==> src/hdl/ptm_pkg.sv <==
// Shared types, constants and the sequencer microprogram for the page table mapper.
// Depends on nothing; every other file but ptm_table_ram imports it.
`default_nettype none

package ptm_pkg;

   // Table store geometry.
   localparam int TABLE_PAGES       = 16;
   localparam int ENTRIES_PER_TABLE = 512;
   localparam int IDX_W             = $clog2(ENTRIES_PER_TABLE);
   localparam int PAGE_W            = $clog2(TABLE_PAGES);
   localparam int SLOT_W            = PAGE_W + IDX_W;
   localparam int LEVELS            = 4;

   // Address fields.
   localparam int ADDR_W        = 64;
   localparam int BASE_W        = 57;
   localparam int PAGE_OFS_W    = 12;
   localparam int FRAME_W       = BASE_W - PAGE_OFS_W;
   localparam int VIDX_W        = LEVELS * IDX_W;
   localparam int ENTRY_W       = FRAME_W + 1;
   localparam int ARENA_PAGES_W = 5;
   localparam int TABLES_USED_W = 5;
   localparam int PU_W          = $clog2(TABLE_PAGES + 1);
   localparam int CNT_W         = (PU_W > ARENA_PAGES_W) ? PU_W : ARENA_PAGES_W;
   localparam int CSR_IDX_W     = 2;
   localparam int STEP_W        = 5;

   // Low bits of the leaf entry the block reports: present and writable.
   localparam logic [PAGE_OFS_W-1:0] ENTRY_FLAGS = 12'h003;

   // Result status codes.
   localparam logic [1:0] STATUS_MAPPED    = 2'd0;
   localparam logic [1:0] STATUS_RANGE_ERR = 2'd1;
   localparam logic [1:0] STATUS_NO_TABLES = 2'd2;

   // Configuration register indexes.
   localparam logic [CSR_IDX_W-1:0] CSR_ARENA_BASE  = 2'd0;
   localparam logic [CSR_IDX_W-1:0] CSR_ARENA_PAGES = 2'd1;

   typedef struct packed {
      logic [ADDR_W-1:0] phys_addr;
      logic [ADDR_W-1:0] virt_addr;
   } ptm_req_type;

   typedef struct packed {
      logic [1:0]               status;
      logic [BASE_W-1:0]        leaf_entry;
      logic [TABLES_USED_W-1:0] tables_used;
   } ptm_rsp_type;

   typedef struct packed {
      logic [BASE_W-1:0]        arena_base;
      logic [ARENA_PAGES_W-1:0] arena_pages;
   } ptm_csr_type;

   // Datapath operations, one per microcode step.
   typedef enum logic [4:0] {
      OP_IDLE        = 5'd0,
      OP_NONE        = 5'd1,
      OP_INIT        = 5'd2,
      OP_READ        = 5'd3,
      OP_CAPTURE     = 5'd4,
      OP_ALLOC       = 5'd5,
      OP_WRITE_ONE   = 5'd6,
      OP_LINK        = 5'd7,
      OP_NEXT_LEVEL  = 5'd8,
      OP_LEAF_SETUP  = 5'd9,
      OP_SWEEP_CLR   = 5'd10,
      OP_SWEEP_WR    = 5'd11,
      OP_ZFLAG_CLR   = 5'd12,
      OP_SET_OK      = 5'd13,
      OP_SET_RANGE   = 5'd14,
      OP_SET_FULL    = 5'd15,
      OP_EMIT        = 5'd16
   } ptm_op_type;

   // Jump conditions.
   typedef enum logic [3:0] {
      C_ALWAYS     = 4'd0,
      C_REQ        = 4'd1,
      C_RANGE_BAD  = 4'd2,
      C_PRESENT    = 4'd3,
      C_NO_ROOM    = 4'd4,
      C_FOREIGN    = 4'd5,
      C_LEAF       = 4'd6,
      C_PAGE_ZERO  = 4'd7,
      C_SWEEP_LAST = 4'd8,
      C_OUT_BUSY   = 4'd9
   } ptm_cond_type;

   typedef struct packed {
      ptm_op_type        op;
      ptm_cond_type      cond;
      logic              jump_on;
      logic [STEP_W-1:0] target;
   } ptm_ctl_type;

   typedef struct packed {
      logic req_fire;
      logic range_bad;
      logic present;
      logic no_room;
      logic foreign;
      logic leaf;
      logic page_zero;
      logic sweep_last;
      logic out_busy;
   } ptm_flags_type;

   // Step addresses of the microprogram.
   localparam logic [STEP_W-1:0] S_IDLE   = 5'd0;
   localparam logic [STEP_W-1:0] S_START  = 5'd1;
   localparam logic [STEP_W-1:0] S_READ   = 5'd2;
   localparam logic [STEP_W-1:0] S_CAPT   = 5'd3;
   localparam logic [STEP_W-1:0] S_TEST   = 5'd4;
   localparam logic [STEP_W-1:0] S_ROOM   = 5'd5;
   localparam logic [STEP_W-1:0] S_ALLOC  = 5'd6;
   localparam logic [STEP_W-1:0] S_WCHK   = 5'd7;
   localparam logic [STEP_W-1:0] S_WONE   = 5'd8;
   localparam logic [STEP_W-1:0] S_WEND   = 5'd9;
   localparam logic [STEP_W-1:0] S_LINK   = 5'd10;
   localparam logic [STEP_W-1:0] S_FCHK   = 5'd11;
   localparam logic [STEP_W-1:0] S_NEXT   = 5'd12;
   localparam logic [STEP_W-1:0] S_NLEAF  = 5'd13;
   localparam logic [STEP_W-1:0] S_LEAF   = 5'd14;
   localparam logic [STEP_W-1:0] S_SWINIT = 5'd15;
   localparam logic [STEP_W-1:0] S_SWEEP  = 5'd16;
   localparam logic [STEP_W-1:0] S_SWEND  = 5'd17;
   localparam logic [STEP_W-1:0] S_OK     = 5'd18;
   localparam logic [STEP_W-1:0] S_RANGE  = 5'd19;
   localparam logic [STEP_W-1:0] S_FULL   = 5'd20;
   localparam logic [STEP_W-1:0] S_EMITW  = 5'd21;
   localparam logic [STEP_W-1:0] S_EMIT   = 5'd22;

   // Microprogram. A step jumps to target when its condition equals jump_on,
   // otherwise it falls through to the next step.
   function automatic ptm_ctl_type ptm_ucode(input logic [STEP_W-1:0] step);
      ptm_ctl_type w;
      case (step)
         S_IDLE:   w = '{OP_IDLE,       C_REQ,        1'b0, S_IDLE};
         S_START:  w = '{OP_INIT,       C_RANGE_BAD,  1'b1, S_RANGE};
         S_READ:   w = '{OP_READ,       C_ALWAYS,     1'b0, S_READ};
         S_CAPT:   w = '{OP_CAPTURE,    C_ALWAYS,     1'b0, S_CAPT};
         S_TEST:   w = '{OP_NONE,       C_PRESENT,    1'b1, S_LINK};
         S_ROOM:   w = '{OP_NONE,       C_NO_ROOM,    1'b1, S_FULL};
         S_ALLOC:  w = '{OP_ALLOC,      C_ALWAYS,     1'b0, S_ALLOC};
         S_WCHK:   w = '{OP_NONE,       C_PAGE_ZERO,  1'b1, S_SWINIT};
         S_WONE:   w = '{OP_WRITE_ONE,  C_ALWAYS,     1'b0, S_WONE};
         S_WEND:   w = '{OP_NONE,       C_LEAF,       1'b1, S_OK};
         S_LINK:   w = '{OP_LINK,       C_ALWAYS,     1'b0, S_LINK};
         S_FCHK:   w = '{OP_NONE,       C_FOREIGN,    1'b1, S_FULL};
         S_NEXT:   w = '{OP_NEXT_LEVEL, C_ALWAYS,     1'b0, S_NEXT};
         S_NLEAF:  w = '{OP_NONE,       C_LEAF,       1'b0, S_READ};
         S_LEAF:   w = '{OP_LEAF_SETUP, C_ALWAYS,     1'b1, S_WCHK};
         S_SWINIT: w = '{OP_SWEEP_CLR,  C_ALWAYS,     1'b0, S_SWINIT};
         S_SWEEP:  w = '{OP_SWEEP_WR,   C_SWEEP_LAST, 1'b0, S_SWEEP};
         S_SWEND:  w = '{OP_ZFLAG_CLR,  C_ALWAYS,     1'b1, S_WEND};
         S_OK:     w = '{OP_SET_OK,     C_ALWAYS,     1'b1, S_EMITW};
         S_RANGE:  w = '{OP_SET_RANGE,  C_ALWAYS,     1'b1, S_EMITW};
         S_FULL:   w = '{OP_SET_FULL,   C_ALWAYS,     1'b0, S_FULL};
         S_EMITW:  w = '{OP_NONE,       C_OUT_BUSY,   1'b1, S_EMITW};
         S_EMIT:   w = '{OP_EMIT,       C_ALWAYS,     1'b1, S_IDLE};
         default:  w = '{OP_NONE,       C_ALWAYS,     1'b1, S_IDLE};
      endcase
      return w;
   endfunction

endpackage

`default_nettype wire

==> src/hdl/ptm_sequencer.sv <==
// Microcode sequencer: step counter, program ROM lookup and conditional jump select.
// Depends on ptm_pkg for the control word, the flags and the microprogram.
`default_nettype none

module ptm_sequencer (
   input  wire logic                   clock,
   input  wire logic                   reset,
   input  wire ptm_pkg::ptm_flags_type flags,
   output      ptm_pkg::ptm_ctl_type   ctl
);
   import ptm_pkg::*;

   logic [STEP_W-1:0] step_ff;
   logic [STEP_W-1:0] step_in;
   logic              cond_val;

   assign ctl = ptm_ucode(step_ff);

   always_comb begin
      case (ctl.cond)
         C_ALWAYS:     cond_val = 1'b1;
         C_REQ:        cond_val = flags.req_fire;
         C_RANGE_BAD:  cond_val = flags.range_bad;
         C_PRESENT:    cond_val = flags.present;
         C_NO_ROOM:    cond_val = flags.no_room;
         C_FOREIGN:    cond_val = flags.foreign;
         C_LEAF:       cond_val = flags.leaf;
         C_PAGE_ZERO:  cond_val = flags.page_zero;
         C_SWEEP_LAST: cond_val = flags.sweep_last;
         C_OUT_BUSY:   cond_val = flags.out_busy;
         default:      cond_val = 1'b1;
      endcase
   end

   assign step_in = (cond_val == ctl.jump_on) ? ctl.target : step_ff + STEP_W'(1);

   always_ff @(posedge clock) begin
      if (reset) begin
         step_ff <= S_IDLE;
      end else begin
         step_ff <= step_in;
      end
   end

endmodule

`default_nettype wire

==> config.mk <==
export PLATFORM = sky130hd
export DESIGN_NAME = ptm_sequencer
export DESIGN_NICKNAME = d
export VERILOG_FILES = /design/src/hdl/ptm_pkg.sv /design/src/hdl/ptm_sequencer.sv
export SDC_FILE = /design/constraint.sdc
export NUM_CORES = 1
export LEC_CHECK = 0
export ABC_AREA = 1
export BUFFER_PORTS_ARGS = -buffer_cell sky130_fd_sc_hd__buf_2
export CAP_MARGIN = 30
export CORE_MARGIN = 10
export CORE_UTILIZATION = 40
export CTS_CLUSTER_SIZE = 16
export DETAILED_ROUTE_END_ITERATION = 16
export HOLD_SLACK_MARGIN = 0.15
export PLACE_DENSITY = 0.6
export SYNTH_ARGS = -nofsm -noshare
export SYNTH_HDL_FRONTEND = slang
export SYNTH_SLANG_ARGS = --single-unit
==> constraint.sdc <==
create_clock -name clock -period 4 [get_ports clock]
set_clock_uncertainty 0.2 [all_clocks]
set_input_delay 0.2 -clock clock [delete_from_list [all_inputs] [get_ports clock]]
set_output_delay 0.2 -clock clock [all_outputs]
set_load 0.01 [all_outputs]
[Yosys cells after proc, flatten, opt, wreduce, memory -nomap -nowiden]
Memories as Yosys holds them, arrays and structs flattened. A register that Yosys moved wholly into a read port is not among the register bits.
Index checks and enable logic that the tools add are counted.
Operators by class
  add/subtract/negate cells: 1
  equality and inequality tests: 10
  multiplexer cells: 3
Operator list (number)
  equality test 4 x 3 -> 1 bit (second input constant): 4
  two-way mux 5 bit: 2
  case mux 1 bit (9 select lines): 1
  equality test 4 x 2 -> 1 bit (second input constant): 2
  equality test 4 bit (second input constant): 2
  adder 5 x 1 -> 5 bit (second input constant): 1
  equality test 4 x 1 -> 1 bit (second input constant): 1
  equality test 1 bit: 1
Storage, ports and cells
  bits in registers: 5
  memory bits (read-only): 480
  input port bits: 11
  output and inout bits: 15
  logic and storage cells: 16
  memories: 1
Memories
  (name not given): depth 32, bits a word 15, rd ports 1, clocked after Yosys merged registers in 1, write ports 0, RTL line ptm_pkg.sv:140  | case (step)

[Longest topological paths before layout]
  depth in word-level cells: 5
  gate-level depth with buffers: 21
  depth with buffers taken out: 20

[Worst setup path after synthesis]
Ideal clock, no wire load.
  kind: flip-flop to flip-flop
  from: register, netlist name ctl[7]
  to: register, netlist name ctl[10]
  setup time: 0.115 ns
  arrival time: 2.069 ns
  data required time: 3.685 ns
  path slack: 1.617 ns
  stages on the path, launching flop included: 15
  path buffers: 1
  clock period less this slack: 2.383 ns
  cells stage by stage: dfxtp_1 buf_4 nor2_2 nand2_1 nand2_1 nand2_1 nand2_1 nor2_4 nand3_1 nand3_1 nand3_1 ha_1 nor2_1 nor2_1 o21a_1
On the way
  longest elaborated chain between the ends: 5
Ends and longest elaborated chain
  equality test 4 bit (tied with other cells): RTL line ptm_sequencer.sv:20  | case (ctl.cond)
  case mux 1 bit (9 select lines) *: RTL line ptm_sequencer.sv:20
  equality test 1 bit *: RTL line ptm_sequencer.sv:35  | assign step_in = (cond_val == ctl.jump_on) ? ctl.target : step_ff + STEP_W'(1);
  two-way mux 5 bit *: RTL line ptm_sequencer.sv:35
  two-way mux 5 bit (no source line) *
Every way passes the cells marked *; elsewhere a longest branch is shown, timed or not.
A chain may end at the register's enable or synchronous reset.

[Worst setup path after layout]
  from: register, netlist name ctl[7]
  to: register, netlist name ctl[10]
On the way
  longest elaborated chain between the ends: 5
Ends and longest elaborated chain (RTL line)
  equality test 4 bit (tied with other cells): ptm_sequencer.sv:20
  case mux 1 bit (9 select lines) *: ptm_sequencer.sv:20
  equality test 1 bit *: ptm_sequencer.sv:35
  two-way mux 5 bit *: ptm_sequencer.sv:35
  two-way mux 5 bit (no source line) *
Marked as above.

==> out/metrics.cfg <==
[sta]
finalWorstSetupSlack_ps=1310
rsz0062_at_grt=no
worstMarginPinSlew_ps=557
final_hold_viol_count=0
setup_violations=0
finalCritPeriodShare=0.672
period_minus_slack_ps=2690
setup_tns_ps=0
slew_viol_final=0
max_freq_mhz=372
timing.slew.headroom=0.628

[clock_network]
clk_pin_slew_ps=120
tritoncts=done
cts_buffer_depth=2
holdBufCountCts=0
clock-root-buffer=clkbuf_4
insertion_delay_ps=310
cts_resized=0
clock_sinks=20
htreeDepth=1
postCtsSetupRepairBufs=0
numCtsBuffers=3

[synth]
synth_top_area_share=0.283
avgSynthCellArea_um2=6.88
yosysUniqueCellTypes=27
yosysWarnings=0
syn_inst=206
yosys.area.top_type=dfxtp_1
ys_seq_elements=20
synth_area_um2=1420
synthesis.nets=226
yosysSeqAreaShare=0.283
synth.area.top_cells=dfxtp_1, nand2_1, nand3_1, ha_1, inv_1

[floorplan]
initial_utilization=0.418
rows=21
core_um2=3390
io_pins=26
die-area_um2=6320
die_w_um=79.5
die_h_um=79.5

[global_route]
gr-total-overflow=0
grt_max_degree=21
antenna_found_initial=0
grt_pass1_vias=1323
grt_first_pass_wirelength_mm=6.02
grt.total_usage=0.114

[final_layout]
drive_above_1_share=0.240
fin_nets=251
areaGrowthSynthToFinish_pct=11.3
n_antenna_cell=0

[place]
dp_hpwl_mm=2.72
place.gp.congestion=0.812
post-place-ws_ps=1330
io_buffers=25

[status]
status=finished, final reports clean

[critical_path]
cp_slowest_cell=dfxtp_1
crit_path_max_incr_delay_ps=510
worstSetupEndpointType=register
cp_cell_sequence=nor2_1, nand3_1, nand2_1, nor2_2, nand3_1, nand3_1, nand3_1, ha_1, nor2_1, nor2_1, o21a_1
cp_top_family=simple AND/OR/NAND/NOR gates
start_kind=register
cp.arrival_ps=2690
crit_path_max_fanout=9
required_ps=4010
critPathMostFrequentCell=nand3_1
path_class=register to register
cp.buffers_inverters=0

[routing]
wl_per_cell_um=12.4
dr.pass1.iters=4
drc_errors=0
vias=1316
routed_wl_mm=3.42
drtIter0Drc=41
routed_via_density=4.79
ant_nets=0

[pwr]
p_leak_nw=0.836
switchingPower_uw=909
p_int_uw=723
combPwrFrac=0.729
power.density_nw_per_um2=1030
ir_drop_v=0.000448
clkPwrFrac=0.060
p_sw_frac=0.557
seq_power_share=0.211

[hold_path]
min_path_type=input port to register

[job]
drv_cap=0

[worst min-delay path: stages]
cell	delay (ps)
buf_2	100
clkinv_1	180
nand2_1	150
nor2_1	90
[layer usage]
metal,track usage,vias to the layer above,wire [um]
met2,0.186,38,1510
li1,-,706,-
met5,0,-,0
met4,0.0323,0,33
met1,0.145,568,1650
met3,0.0282,4,225
[cells by family after synthesis]
group	count (synthesis)	share of synthesized area
adder cells (fa/ha/maj)	9	0.0795
buffers and inverters	28	0.0945
flip-flops	20	0.283
AO/OA/AOI/OAI	13	0.0495
AND/OR/NAND/NOR	133	0.475
XOR/XNOR	3	0.0186
[sequential cells by signal (all words and copies together) (netlist names)]
register and count:
step_ff 5, ctl 15
[layout by cell type, fill, tap and decap left out, types with 4 or more instances in the layout]
cell     netlist  layout
inv_1         18      18
buf_2          0      25
dfxtp_1       20      20
nand4_1        4       4
o21ai_1        6       6
ha_1           9       9
nand3_1       30      30
nor2_1        15      15
nand2_1       60      60
nand2_2        9       9
[final timing paths]
check                          end  depth (start not counted)               from  slack (ps)
max                ctl[10]$_DFF_P_                         11  ctl[7]$_SDFF_PP0_        1310
min          step_ff[0]$_SDFF_PP0_                          4              reset         240
max reg2reg        ctl[10]$_DFF_P_                         11  ctl[7]$_SDFF_PP0_        1310
min reg2reg  step_ff[0]$_SDFF_PP0_                          2     ctl[0]$_DFF_P_         380
[cells in the mapped netlist (all sizes together)]
master  count
buf         5
nand3      33
a21oi       3
nor2       22
dfxtp      20
xnor2       3
nand4       4
nand2      72
or2         1
o211ai      1
inv        22
nor3        1
clkinv      1
o21ai       8
ha          9
o21a        1
[through the flow]
step           total power [mW]   util  hold WS (ps)  std cells  area, um^2
6_report                   1.63  0.465           238        275        1580
5_1_grt                    1.85  0.465           277        275        1580
4_1_cts                    1.65  0.465           233        275        1580
3_5_place_dp               1.54  0.458           350        272        1550
3_3_place_gp               1.55  0.458           352        272        1550
2_1_floorplan              1.32      -           304        206        1420
[power groups by stage]
stage	combinational, mW	clock (mW)	sequential [mW]
floorplan	0.953	0	0.364
finish	1.19	0.0984	0.344
global placement	1.20	0	0.348
detailed placement	1.19	0	0.349
global route	1.38	0.111	0.353
CTS	1.20	0.104	0.344
[layout make-up]
cell class / count / area [um^2]
fill: 357 / 1810
sequential: 20 / 400
inverter: 23 / 88.8
clock buffer: 3 / 22.5
timing repair buffer: 25 / 125
multi-input combinational: 158 / 882
tap: 46 / 57.6
No activity file was read; power rests on OpenSTA's default activity.
